[src/rtl/core/crt_pkg.sv]
// shared types and constants of the csv record tokenizer
`timescale 1ns / 1ps

package crt_pkg;

    // character codes
    localparam logic [15:0] CH_QUOTE = 16'h0022;
    localparam logic [15:0] CH_COMMA = 16'h002C;
    localparam logic [15:0] CH_CR    = 16'h000D;
    localparam logic [15:0] CH_LF    = 16'h000A;

    // result kinds
    localparam logic [1:0] KIND_CHAR   = 2'd0;
    localparam logic [1:0] KIND_FIELD  = 2'd1;
    localparam logic [1:0] KIND_RECORD = 2'd2;

    // one classified item: first result, plus a flag for a trailing end of record
    typedef struct packed {
        logic        two;
        logic [1:0]  kind;
        logic [15:0] ch;
    } t_entry;

    // tokenizer flags, exported for checking
    typedef struct packed {
        logic in_quotes;
        logic quote_pending;
        logic cr_pending;
        logic field_begun;
        logic record_open;
    } t_flags;

    // queue status between front and back
    typedef struct packed {
        logic full;
        logic empty;
    } t_q_status;

endpackage

[src/rtl/core/csv_record_tokenizer_unit.sv]
// Top level of the csv record tokenizer: front end, item queue, back end.
// An accepted item is written into the queue and then loaded from its head into the output register.
// One character per cycle while the queue is not full and items give at most one result each;
// an item with two results occupies the single output register for both of its results, one after the other.
// Reset: synchronous active-low i_rst_n clears the tokenizer flags, queue and output valid.
`timescale 1ns / 1ps

module csv_record_tokenizer_unit import crt_pkg::*; (
    input  logic        i_clk,
    input  logic        i_rst_n,
    input  logic        i_valid,
    output logic        o_ready,
    input  logic [15:0] i_char_code,
    input  logic        i_end_of_text,
    output logic        o_valid,
    input  logic        i_ready,
    output logic [1:0]  o_kind,
    output logic [15:0] o_field_char,
    output logic        o_last_of_item
);

    logic      push;
    logic      pop;
    t_entry    push_entry;
    t_entry    head;
    t_q_status q_status;
    t_flags    flags;

    // front end
    crt_front u_front (
        .i_clk         (i_clk),
        .i_rst_n       (i_rst_n),
        .i_valid       (i_valid),
        .i_char_code   (i_char_code),
        .i_end_of_text (i_end_of_text),
        .i_q_full      (q_status.full),
        .o_ready       (o_ready),
        .o_push        (push),
        .o_entry       (push_entry),
        .o_flags       (flags)
    );

    // item queue
    crt_queue u_queue (
        .i_clk    (i_clk),
        .i_rst_n  (i_rst_n),
        .i_push   (push),
        .i_entry  (push_entry),
        .i_pop    (pop),
        .o_head   (head),
        .o_status (q_status)
    );

    // back end
    crt_back u_back (
        .i_clk          (i_clk),
        .i_rst_n        (i_rst_n),
        .i_head         (head),
        .i_q_empty      (q_status.empty),
        .o_pop          (pop),
        .i_ready        (i_ready),
        .o_valid        (o_valid),
        .o_kind         (o_kind),
        .o_field_char   (o_field_char),
        .o_last_of_item (o_last_of_item)
    );

    // all flags clear after the final character of a text
    assert property (@(posedge i_clk) disable iff (!i_rst_n)
        (i_valid && o_ready && i_end_of_text) |=> (flags == '0))
        else $error("flags not cleared after end of text");

    // a pending quote only exists inside a quoted field
    assert property (@(posedge i_clk) disable iff (!i_rst_n)
        flags.quote_pending |-> flags.in_quotes)
        else $error("quote pending outside quotes");

    // marks carry a zero character
    assert property (@(posedge i_clk) disable iff (!i_rst_n)
        (o_valid && o_kind != KIND_CHAR) |-> (o_field_char == '0))
        else $error("mark item with nonzero character");

    // queue never both full and empty
    assert property (@(posedge i_clk) disable iff (!i_rst_n)
        !(q_status.full && q_status.empty))
        else $error("queue status inconsistent");

endmodule

[src/rtl/core/crt_front.sv]
// front end: accepts characters, tracks quote/cr state, classifies each item
`timescale 1ns / 1ps

module crt_front import crt_pkg::*; (
    input  logic        i_clk,
    input  logic        i_rst_n,
    input  logic        i_valid,
    input  logic [15:0] i_char_code,
    input  logic        i_end_of_text,
    input  logic        i_q_full,
    output logic        o_ready,
    output logic        o_push,
    output t_entry      o_entry,
    output t_flags      o_flags
);

    t_flags r_flags, n_flags;
    logic   accept;
    logic   done;
    logic   have0;
    t_entry entry;

    assign o_ready = !i_q_full;
    assign accept  = i_valid && o_ready;

    // classification of the current character and next flag values
    always_comb begin
        n_flags    = r_flags;
        done       = 1'b0;
        have0      = 1'b0;
        entry.two  = 1'b0;
        entry.kind = KIND_CHAR;
        entry.ch   = i_char_code;

        // resolve one-character lookahead
        if (r_flags.cr_pending) begin
            n_flags.cr_pending = 1'b0;
            if (i_char_code == CH_LF) begin
                done = 1'b1;
            end
        end else if (r_flags.quote_pending) begin
            n_flags.quote_pending = 1'b0;
            if (i_char_code == CH_QUOTE) begin
                have0    = 1'b1;
                entry.ch = CH_QUOTE;
                done     = 1'b1;
            end else begin
                n_flags.in_quotes = 1'b0;
            end
        end

        // main character handling
        if (!done) begin
            if (n_flags.in_quotes) begin
                if (i_char_code == CH_QUOTE) begin
                    if (i_end_of_text) begin
                        n_flags.in_quotes = 1'b0;
                    end else begin
                        n_flags.quote_pending = 1'b1;
                    end
                end else begin
                    have0 = 1'b1;
                end
            end else if (i_char_code == CH_QUOTE) begin
                n_flags.in_quotes   = 1'b1;
                n_flags.field_begun = 1'b1;
            end else if (i_char_code == CH_COMMA) begin
                have0               = 1'b1;
                entry.kind          = KIND_FIELD;
                entry.ch            = '0;
                n_flags.record_open = 1'b1;
                n_flags.field_begun = 1'b1;
            end else if (i_char_code == CH_CR || i_char_code == CH_LF) begin
                have0               = 1'b1;
                entry.kind          = KIND_RECORD;
                entry.ch            = '0;
                n_flags.field_begun = 1'b0;
                n_flags.record_open = 1'b0;
                n_flags.cr_pending  = (i_char_code == CH_CR);
            end else begin
                have0               = 1'b1;
                n_flags.field_begun = 1'b1;
            end
        end

        // end of text: flush an open field or record, then start over
        if (i_end_of_text) begin
            if (n_flags.field_begun || n_flags.record_open) begin
                if (have0) begin
                    entry.two = 1'b1;
                end else begin
                    have0      = 1'b1;
                    entry.kind = KIND_RECORD;
                    entry.ch   = '0;
                end
            end
            n_flags = '0;
        end
    end

    assign o_push  = accept && have0;
    assign o_entry = entry;
    assign o_flags = r_flags;

    // flag register
    always_ff @(posedge i_clk) begin
        if (!i_rst_n) begin
            r_flags <= '0;
        end else if (accept) begin
            r_flags <= n_flags;
        end
    end

endmodule

[src/rtl/core/crt_queue.sv]
// two-entry queue of classified items between front and back
`timescale 1ns / 1ps

module crt_queue import crt_pkg::*; (
    input  logic      i_clk,
    input  logic      i_rst_n,
    input  logic      i_push,
    input  t_entry    i_entry,
    input  logic      i_pop,
    output t_entry    o_head,
    output t_q_status o_status
);

    t_entry     r_mem [2];
    logic       r_wr_ptr;
    logic       r_rd_ptr;
    logic [1:0] r_count, n_count;
    logic       do_push;
    logic       do_pop;

    assign o_status.full  = (r_count == 2'd2);
    assign o_status.empty = (r_count == 2'd0);
    assign do_push        = i_push && !o_status.full;
    assign do_pop         = i_pop && !o_status.empty;
    assign o_head         = r_mem[r_rd_ptr];

    // occupancy
    always_comb begin
        n_count = r_count;
        if (do_push && !do_pop) begin
            n_count = r_count + 2'd1;
        end else if (do_pop && !do_push) begin
            n_count = r_count - 2'd1;
        end
    end

    // pointers and count
    always_ff @(posedge i_clk) begin
        if (!i_rst_n) begin
            r_wr_ptr <= 1'b0;
            r_rd_ptr <= 1'b0;
            r_count  <= 2'd0;
        end else begin
            r_count <= n_count;
            if (do_push) begin
                r_wr_ptr <= !r_wr_ptr;
            end
            if (do_pop) begin
                r_rd_ptr <= !r_rd_ptr;
            end
        end
    end

    // entry storage
    always_ff @(posedge i_clk) begin
        if (do_push) begin
            r_mem[r_wr_ptr] <= i_entry;
        end
    end

endmodule

[src/rtl/core/crt_back.sv]
// back end: expands queued items into results and holds the output register
`timescale 1ns / 1ps

module crt_back import crt_pkg::*; (
    input  logic        i_clk,
    input  logic        i_rst_n,
    input  t_entry      i_head,
    input  logic        i_q_empty,
    output logic        o_pop,
    input  logic        i_ready,
    output logic        o_valid,
    output logic [1:0]  o_kind,
    output logic [15:0] o_field_char,
    output logic        o_last_of_item
);

    logic        r_valid, n_valid;
    logic        r_second, n_second;
    logic [1:0]  r_kind, n_kind;
    logic [15:0] r_ch, n_ch;
    logic        r_last, n_last;
    logic        load;

    assign load = !i_q_empty && (!r_valid || i_ready);

    // result selection: first result of the item, then its trailing end of record
    always_comb begin
        n_valid  = r_valid;
        n_second = r_second;
        n_kind   = r_kind;
        n_ch     = r_ch;
        n_last   = r_last;
        o_pop    = 1'b0;
        if (load) begin
            n_valid = 1'b1;
            if (!r_second) begin
                n_kind = i_head.kind;
                n_ch   = i_head.ch;
                n_last = !i_head.two;
                if (i_head.two) begin
                    n_second = 1'b1;
                end else begin
                    o_pop = 1'b1;
                end
            end else begin
                n_kind   = KIND_RECORD;
                n_ch     = '0;
                n_last   = 1'b1;
                n_second = 1'b0;
                o_pop    = 1'b1;
            end
        end else if (i_ready) begin
            n_valid = 1'b0;
        end
    end

    // control registers
    always_ff @(posedge i_clk) begin
        if (!i_rst_n) begin
            r_valid  <= 1'b0;
            r_second <= 1'b0;
        end else begin
            r_valid  <= n_valid;
            r_second <= n_second;
        end
    end

    // output payload
    always_ff @(posedge i_clk) begin
        r_kind <= n_kind;
        r_ch   <= n_ch;
        r_last <= n_last;
    end

    assign o_valid        = r_valid;
    assign o_kind         = r_kind;
    assign o_field_char   = r_ch;
    assign o_last_of_item = r_last;

endmodule
[config.mk]
export PLATFORM = sky130hd
export DESIGN_NAME = csv_record_tokenizer_unit
export DESIGN_NICKNAME = d
export VERILOG_FILES = /design/src/rtl/core/crt_pkg.sv /design/src/rtl/core/csv_record_tokenizer_unit.sv /design/src/rtl/core/crt_front.sv /design/src/rtl/core/crt_queue.sv /design/src/rtl/core/crt_back.sv
export SDC_FILE = /design/constraint.sdc
export NUM_CORES = 1
export LEC_CHECK = 0
export BUFFER_PORTS_ARGS = -buffer_cell sky130_fd_sc_hd__buf_2
export CELL_PAD_IN_SITES_DETAIL_PLACEMENT = 2
export CELL_PAD_IN_SITES_GLOBAL_PLACEMENT = 2
export CORE_MARGIN = 5
export CORE_UTILIZATION = 42
export DETAILED_ROUTE_END_ITERATION = 8
export PLACE_DENSITY_LB_ADDON = 0.1
export SYNTH_ARGS = -nofsm -noshare
export SYNTH_HDL_FRONTEND = slang
export SYNTH_SLANG_ARGS = --single-unit
export TNS_END_PERCENT = 50
[constraint.sdc]
create_clock -name i_clk -period 6.1 [get_ports i_clk]
set_clock_uncertainty 0.2 [all_clocks]
set_input_delay 0.915 -clock i_clk [delete_from_list [all_inputs] [get_ports i_clk]]
set_output_delay 0.915 -clock i_clk [all_outputs]
set_load 0.03 [all_outputs]
# After elaboration in Yosys (flattened, before gate mapping)
# Memory sizes are Yosys's and may differ from the RTL's. A register that Yosys moved wholly into a read port is not among the register bits.
# Cells that the tools add are included.
# op_classes
n_addsub	2
eq_ne	5
muxes	53
reduce_logical	21
# ops
cell	count
$mux W18	6
$mux W16	3
$mux W19	2
$mux W1	33
$eq A16 B4 Y1 const B	2
$eq A16 B6 Y1 const B	2
$mux W2	6
$mux W5	2
$logic_not A1 Y1	8
$logic_and A1 B1 Y1	7
$reduce_bool A2 Y1	2
$logic_or A1 B1 Y1	3
$mux W3	1
$add A2 B1 Y2 const B	1
$eq A2 B2 Y1 const B	1
$logic_not A2 Y1	1
$sub A2 B1 Y2 const B	1
# totals
regBits	30
ram_bits	38
inputBits	21
out_inout_bits	21
n_memories	1
# memory_table
memory	words	word_bits	read_ports	rd_ports_with_merged_regs	wr	line_no	source
u_queue.r_mem	2	19	1	1	1	crt_queue.sv:14	t_entry r_mem [2];

# Longest topological paths before layout
# Gate-level depths: netlist of the first run.
# logic_depth
word_depth	17
depth_mapped	9
ltp_nobuf	9

# Hierarchy
# Synthesis of the first run repeated with hierarchy kept, for this count alone.
# unflattened
hier_cells	223
area_unflattened_um2	3069.2
# modules_own_cells
module	n_inst	cells_per_inst	area_per_inst_um2	seq_area_each_um2
crt_queue	1	84	1601.5	1241.2
crt_back	1	51	813.3	610.6
crt_front	1	88	654.4	100.1

# Worst setup path before layout of the first run
# Ideal clock, no wire load.
# synth_timing
kind	input port to flip-flop
from	in i_char_code[2]
to	mem u_queue.r_mem[0][0] (netlist name) (enable)
setup_ns	0.425
arrival_ns	3.357
required_time_ns	5.475
slack_ns	2.118
cell_stages	5
n_path_buf	0
cell_sequence	nor2b_1 -> and2_1 -> o21ai_0 -> o22ai_1 -> a211oi_1
# synth_via
elab_chain_len	14
# synth_lines
item	line_no	source
start: declaration	csv_record_tokenizer_unit.sv:13	input logic [15:0] i_char_code,
$eq A16 B4 Y1 (on tied branches)	crt_front.sv:73, crt_front.sv:38	
$logic_or A1 B1 Y1	crt_front.sv:73	end else if (i_char_code == CH_CR || i_char_code == CH_LF) begin
$mux W1	crt_front.sv:73	
$mux W2	crt_front.sv:67	end else if (i_char_code == CH_COMMA) begin
$mux W1	crt_front.sv:64	end else if (i_char_code == CH_QUOTE) begin
$mux W3	crt_front.sv:54	if (n_flags.in_quotes) begin
$mux W5	crt_front.sv:53	if (!done) begin
$logic_or A1 B1 Y1	crt_front.sv:88	if (n_flags.field_begun || n_flags.record_open) begin
$mux W1	crt_front.sv:88	
$mux W1 *	crt_front.sv:87	if (i_end_of_text) begin
$logic_and A1 B1 Y1 *	crt_front.sv:101	assign o_push = accept && have0;
$logic_and A1 B1 Y1 *	crt_queue.sv:23	assign do_push = i_push && !o_status.full;
$mux W1 *	crt_queue.sv:56	if (do_push) begin
$mux W1 (implied by the code) *	crt_queue.sv:57	r_mem[r_wr_ptr] <= i_entry;
end: declaration	crt_queue.sv:14	
# Every way passes the cells marked *; elsewhere a longest branch is shown, timed or not.

# Final worst setup path of the first run
# layout_timing
from	in i_char_code[12]
to	reg u_queue.r_count[1]
# layout_via
elab_chain_len	15
# layout_lines
item	line_no	source
$eq A16 B4 Y1 (on tied branches)	crt_front.sv:73, crt_front.sv:38	
$logic_or A1 B1 Y1	crt_front.sv:73	
$mux W1	crt_front.sv:73	
$mux W2	crt_front.sv:67	
$mux W1	crt_front.sv:64	
$mux W3	crt_front.sv:54	
$mux W5	crt_front.sv:53	
$logic_or A1 B1 Y1	crt_front.sv:88	
$mux W1	crt_front.sv:88	
$mux W1 *	crt_front.sv:87	
$logic_and A1 B1 Y1 *	crt_front.sv:101	
$logic_and A1 B1 Y1 *	crt_queue.sv:23	
net u_queue.do_push	crt_queue.sv:18	logic do_push;
$logic_not A1 Y1	crt_queue.sv:32	end else if (do_pop && !do_push) begin
$logic_and A1 B1 Y1	crt_queue.sv:32	
$reduce_bool A2 Y1 (no source line)	n/a	
end signal: assignment	crt_queue.sv:44	r_count <= n_count;
end: declaration	crt_queue.sv:17	logic [1:0] r_count, n_count;
# Mark *: on every way through the listed nets, which the timed path passes. The rest lies on a longest branch.
# A chain may end at the register's enable or synchronous reset.

==> results.sh, run 1 <==
export IMPL_status="finished clean"
export IMPL_hold_viol=0
export IMPL_maxCapViolCount=0
export IMPL_drt_pass1_iterations=4
export IMPL_gr_usage_met1_pct=19.6
export IMPL_slew_viol_final=0
export IMPL_tightest_slew_ns=1.20
export IMPL_finalCritPeriodShare_pct=56.3
export IMPL_syn_area_sq_um=2990
export IMPL_cts_buffer_depth=2
export IMPL_multi_input_area_sq_um=968
export IMPL_worst_slack_ns=2.66
export IMPL_wl_microns=7150
export IMPL_peakVddDrop_v=0.000178
export IMPL_track_usage_pct=17.1
export IMPL_vias=1908
export IMPL_antenna_found_initial=0
export IMPL_dp_hpwl_microns=5230
export IMPL_clock_latency_ns=0.35
export IMPL_viasPerCell=5.26
export IMPL_synth_cell_types=53
export IMPL_pre_cts_slack_ns=2.28
export IMPL_syn_inst=227
export IMPL_crit_fanout=6
export IMPL_grt_ovfl_total=0
export IMPL_wire_per_inst_microns=19.7
export IMPL_path_cells="buf_2 > nor4_4 > and4_2 > o21ai_0 > o22ai_1 > a21oi_1 > ha_1 > or3_1 > a21boi_0"
export IMPL_min_path_type="reg -> reg"
export IMPL_postCtsSetupBuffers=0
export IMPL_die_w_microns=94.4
export IMPL_rsz0062_at_grt="no"
export IMPL_hold_buffers=0
export IMPL_cts_made_buffers=9
export IMPL_layout_commonest_cell="edfxtp_1"
export IMPL_required_ns=6.16
export IMPL_coreArea_sq_um=6870
export IMPL_synthFlopType="edfxtp_1"
export IMPL_min_period_ns=3.44
export IMPL_grt_first_pass_wirelength_microns=11200
export IMPL_cp_start_kind="input port"
export IMPL_ys_ff_latch=69
export IMPL_endpoint_kind="flip-flop"
export IMPL_clock_sinks=69
export IMPL_drive_gt1_share_pct=25.8
export IMPL_die_y_microns=94.4
export IMPL_ys_seq_area_share_pct=65.2
export IMPL_slew_limit_headroom_pct=20.2
export IMPL_critical_path_max_stage_delay_ns=0.43
export IMPL_drt_iter0_drc=58
export IMPL_clockRootBuffer="clkbuf_8"
export IMPL_clk_pin_slew_ns=0.08
export IMPL_seqCellArea_sq_um=1950
export IMPL_setup_tns_ns=0
export IMPL_synth_edff_count=57
export IMPL_syn_nets=249
export IMPL_gr_max_usage_layer="met2"
export IMPL_p_leak_nw=1.23
export IMPL_setup_viol=0
export IMPL_first_global_vias=2149
export IMPL_gp_congestion=0.822
export IMPL_cp_slowest_cell="o22ai_1"
export IMPL_grt_max_degree=21
export IMPL_cts_tree="done"
export IMPL_met2_usage_pct=31.1
export IMPL_port_buffers=41
export IMPL_synthArstFlopShare_pct=0
export IMPL_layout_nets=284
export IMPL_power_density_nw_per_um2=469
export IMPL_syn_area_per_cell_sq_um=13.2
export IMPL_worstSetupPathType="in -> reg"
export IMPL_fill_cells=683
export IMPL_area_delta_synth_final_pct=16.0
export IMPL_die_area_sq_um=8910
export IMPL_use_met3_pct=4.30
export IMPL_cts_resized=0
export IMPL_arrival_ns=3.50
export IMPL_initial_core_util_pct=43.6
export IMPL_yosys_warnings=0
export IMPL_top_level_ports=42
export IMPL_ant_nets=0
export IMPL_num_rows=30
export IMPL_num_antenna_cells=0
export IMPL_final_cell_mix="edfxtp_1, buf_2, nor2_1, mux2i_1, nand2_1"
export IMPL_drc_errors=0
export IMPL_clock_fmax_mhz=291
export IMPL_htree_levels=3
-- metal layers --
layer,up-vias,routed length (microns),part of all wire (%)
met5,-,0,0
met4,0,61,0.85
met3,7,283,4.0
met2,44,3860,54
met1,950,2950,41
li1,907,-,-
-- logic make-up (layout without fill, tap and decap cells) --
logic type	count (synthesis)	in the layout	synth area share, %
compound gates	36	36	8.82
xor+xnor	4	4	1.17
fa+ha+maj	1	1	0.418
buf+inv	19	59	2.76
flops	69	69	65.2
mux	18	18	6.02
simple gates	80	80	15.6
-- registers in the layout (all words and copies together) (netlist names), named ones only --
signal and cells:
u_back.r_second 1, u_back.o_kind 2, u_back.o_last_of_item 1, u_back.o_valid 1, u_queue.r_count 2, u_back.o_field_char 16
u_queue.r_rd_ptr 1, u_queue.r_mem 38, u_queue.r_wr_ptr 1, u_front.o_flags 5
-- worst paths after layout --
check                     start                  to  slack, ns  cells past startpoint
min reg2reg  u_front.o_flags[3]  u_front.o_flags[3]       0.32                      2
max reg2reg           flip-flop  u_queue.r_count[1]       3.19                      6
min          u_front.o_flags[3]  u_front.o_flags[3]       0.32                      2
max             i_char_code[12]  u_queue.r_count[1]       2.66                      9
-- cells in the mapped netlist (2+ instances only) --
library cell / count / area (sq um)
clkbuf_1: 14 / 52.6
and2_1: 6 / 37.5
o21ai_0: 6 / 30.0
xnor2_1: 2 / 17.5
nor4_4: 2 / 42.5
a21boi_0: 5 / 37.5
nor2b_1: 8 / 50.1
a21oi_1: 3 / 15.0
a22oi_1: 2 / 15.0
a211oi_1: 2 / 15.0
nor2_1: 27 / 101
or3_1: 2 / 12.5
mux2i_1: 18 / 180
xor2_1: 2 / 17.5
nand4_1: 2 / 12.5
a211o_1: 2 / 17.5
dfxtp_1: 12 / 240
nor3b_1: 6 / 45.0
nand2_1: 13 / 48.8
o211a_1: 2 / 20.0
nand3_1: 2 / 10.0
edfxtp_1: 57 / 1710
o31ai_1: 2 / 15.0
-- stage by stage --
step / total power, mW / hold slack (ns) / instance area (sq um) / instances / utilization, %
3_3_place_gp: 1.20 / 0.299 / 3260 / 347 / 47.4
3_5_place_dp: 1.25 / 0.314 / 3260 / 347 / 47.4
6_report: 1.63 / 0.322 / 3470 / 363 / 50.5
5_1_grt: 1.71 / 0.363 / 3470 / 363 / 50.5
2_1_floorplan: 1.08 / 0.269 / 2990 / 227 / -
4_1_cts: 1.65 / 0.329 / 3470 / 363 / 50.5
-- area by class of cell --
type / instances / share of cell area, %
flip-flops and latches: 69 / 56.3
multi-input cells: 139 / 27.9
repair buffers: 42 / 6.13
clock buffers: 9 / 3.57
well taps: 96 / 3.46
clock inverters: 7 / 2.56
inverters: 1 / 0.108
-- power breakdown --
| part | switching, mW | total (mW) | leakage (nW) | internal (mW) |
|---|---|---|---|---|
| sequential | 0.0896 | 0.769 | 0.636 | 0.679 |
| combinational | 0.308 | 0.457 | 0.489 | 0.150 |
| clock | 0.175 | 0.403 | 0.105 | 0.228 |
-- critical path, delay by kind of cell --
family	cells	cell delay [ns]
and+or+nand+nor	3	1.10
adders and majority gates	1	0.35
buffers and inverters	1	0.13
AOI/OAI and AO/OA	4	1.01
Power figures use the tool's default switching activity.
==> run 2, diff against run 1 <==
--- a/config.mk
+++ b/config.mk
@@ -9,7 +9,7 @@
 export CELL_PAD_IN_SITES_DETAIL_PLACEMENT = 2
 export CELL_PAD_IN_SITES_GLOBAL_PLACEMENT = 2
 export CORE_MARGIN = 5
-export CORE_UTILIZATION = 42
+export CORE_UTILIZATION = 39
 export DETAILED_ROUTE_END_ITERATION = 8
 export PLACE_DENSITY_LB_ADDON = 0.1
 export SYNTH_ARGS = -nofsm -noshare
==> constraint.sdc (replaced) <==
create_clock -name i_clk -period 3.5 [get_ports i_clk]
set_clock_uncertainty 0.2 [all_clocks]
set_input_delay 0.525 -clock i_clk [delete_from_list [all_inputs] [get_ports i_clk]]
set_output_delay 0.525 -clock i_clk [all_outputs]
set_load 0.03 [all_outputs]
==> run 2 against run 1 <==
Cell area grew 0.65%; clock power grew 56%; die area grew 6.9%; combinational power grew 85%; first-iteration DRC count grew 67%; setup slack lost 2.1 ns; sequential share of layout area shrank 0.36 points; clock-buffer cell count is the same; largest cell class unchanged.
==> results.sh, run 2 (same netlist as run 1, synthesis figures left out) <==
export IMPL_top_level_ports=42
export IMPL_gp_congestion=0.822
export IMPL_hold_buffers=0
export IMPL_slew_limit_headroom_pct=21.3
export IMPL_initial_core_util_pct=39.3
export IMPL_first_global_vias=2185
export IMPL_drt_pass1_iterations=4
export IMPL_drive_gt1_share_pct=27.6
export IMPL_crit_fanout=5
export IMPL_die_area_sq_um=9520
export IMPL_min_period_ns=2.94
export IMPL_dp_hpwl_microns=4970
export IMPL_cts_tree="done"
export IMPL_die_w_microns=97.6
export IMPL_required_ns=3.57
export IMPL_clk_pin_slew_ns=0.08
export IMPL_vias=1961
export IMPL_wl_microns=7040
export IMPL_setup_viol=0
export IMPL_clock_fmax_mhz=340
export IMPL_ant_nets=0
export IMPL_htree_levels=3
export IMPL_drt_iter0_drc=97
export IMPL_power_mw=2.75
export IMPL_num_rows=32
export IMPL_finalCritPeriodShare_pct=83.9
export IMPL_grt_max_degree=21
export IMPL_power_density_nw_per_um2=788
export IMPL_num_antenna_cells=0
export IMPL_final_util_pct=45.9
export IMPL_layout_nets=289
export IMPL_viasPerCell=5.24
export IMPL_hold_viol=0
export IMPL_endpoint_kind="flip-flop"
export IMPL_setup_tns_ns=0
export IMPL_worstSetupPathType="in -> reg"
export IMPL_grt_ovfl_total=0
export IMPL_rsz0062_at_grt="no"
export IMPL_antenna_found_initial=0
export IMPL_slew_viol_final=0
export IMPL_track_usage_pct=15.9
export IMPL_maxCapViolCount=0
export IMPL_postCtsSetupBuffers=0
export IMPL_clock_latency_ns=0.35
export IMPL_cts_resized=0
export IMPL_p_leak_nw=1.25
export IMPL_largest_reg_flops=38
export IMPL_status="finished clean"
export IMPL_grt_first_pass_wirelength_microns=11800
export IMPL_die_y_microns=97.6
export IMPL_cp_slowest_cell="nor4_4"
export IMPL_top_register="u_queue.r_mem"
export IMPL_final_cell_mix="edfxtp_1, buf_2, nor2_1, mux2i_1, nand2_1"
export IMPL_min_path_type="in -> reg"
export IMPL_drc_errors=0
export IMPL_path_cells="buf_2 > nor4_4 > nand4_2 > o211a_1 > o22ai_1 > a21oi_1 > ha_1 > or3_1 > a21boi_0"
export IMPL_worst_path_buf_inv=1
export IMPL_clock_sinks=69
export IMPL_wire_per_inst_microns=18.8
export IMPL_cp_start_kind="input port"
export IMPL_tightest_slew_ns=1.18
export IMPL_critPathTopFamily="compound AO/OA/AOI/OAI gates"
export IMPL_coreArea_sq_um=7610
export IMPL_clockRootBuffer="clkbuf_8"
export IMPL_layout_commonest_cell="edfxtp_1"
export IMPL_area_delta_synth_final_pct=16.7
export IMPL_port_buffers=41
export IMPL_critical_path_max_stage_delay_ns=0.42
export IMPL_peakVddDrop_v=0.000275
export IMPL_cts_buffer_depth=2
export IMPL_arrival_ns=3.01
export IMPL_cts_made_buffers=9
[run 2: stage by stage]
stage          hold slack [ns]  cells  setup slack [ns]  instance area [sq um]
2_1_floorplan            0.269    227             0.441                   3000
3_3_place_gp             0.306    358             0.347                   3300
3_5_place_dp             0.324    358             0.211                   3300
4_1_cts                  0.198    374             0.517                   3490
5_1_grt                  0.202    374             0.335                   3490
6_report                 0.210    374             0.562                   3490
[run 2: cell type report]
type / instances / area, sq um
inverters: 1 / 3.75
clock inverters: 7 / 66.3
fillers: 774 / 4120
repair buffers: 47 / 250
well taps: 102 / 128
multi-input cells: 139 / 968
clock buffers: 9 / 124
flip-flops and latches: 69 / 1950
[run 2: worst paths after layout]
kind / start / end / slack [ns] / cells past startpoint
max reg2reg: u_queue.r_count[0] / u_queue.r_count[1] / 0.60 / 6
min reg2reg: u_front.o_flags[3] / u_front.o_flags[3] / 0.33 / 2
min: i_char_code[7] / u_queue.r_mem[1][7] / 0.21 / 1
max: i_char_code[9] / u_queue.r_count[1] / 0.56 / 9
[run 2: power breakdown]
group	total (mW)	switching, mW	internal (mW)
Clock	0.628	0.303	0.325
Sequential	1.28	0.0951	1.18
Combinational	0.847	0.582	0.265
Total	2.75	0.980	1.77
[run 2: per-layer routing]
layer	share of wire, %	vias to the layer above	GRT usage, %
met5	0	-	0
met4	1.5	0	5.75
met3	3.6	11	4.09
met2	51	37	26.5
met1	44	994	20.0
li1	-	919	-
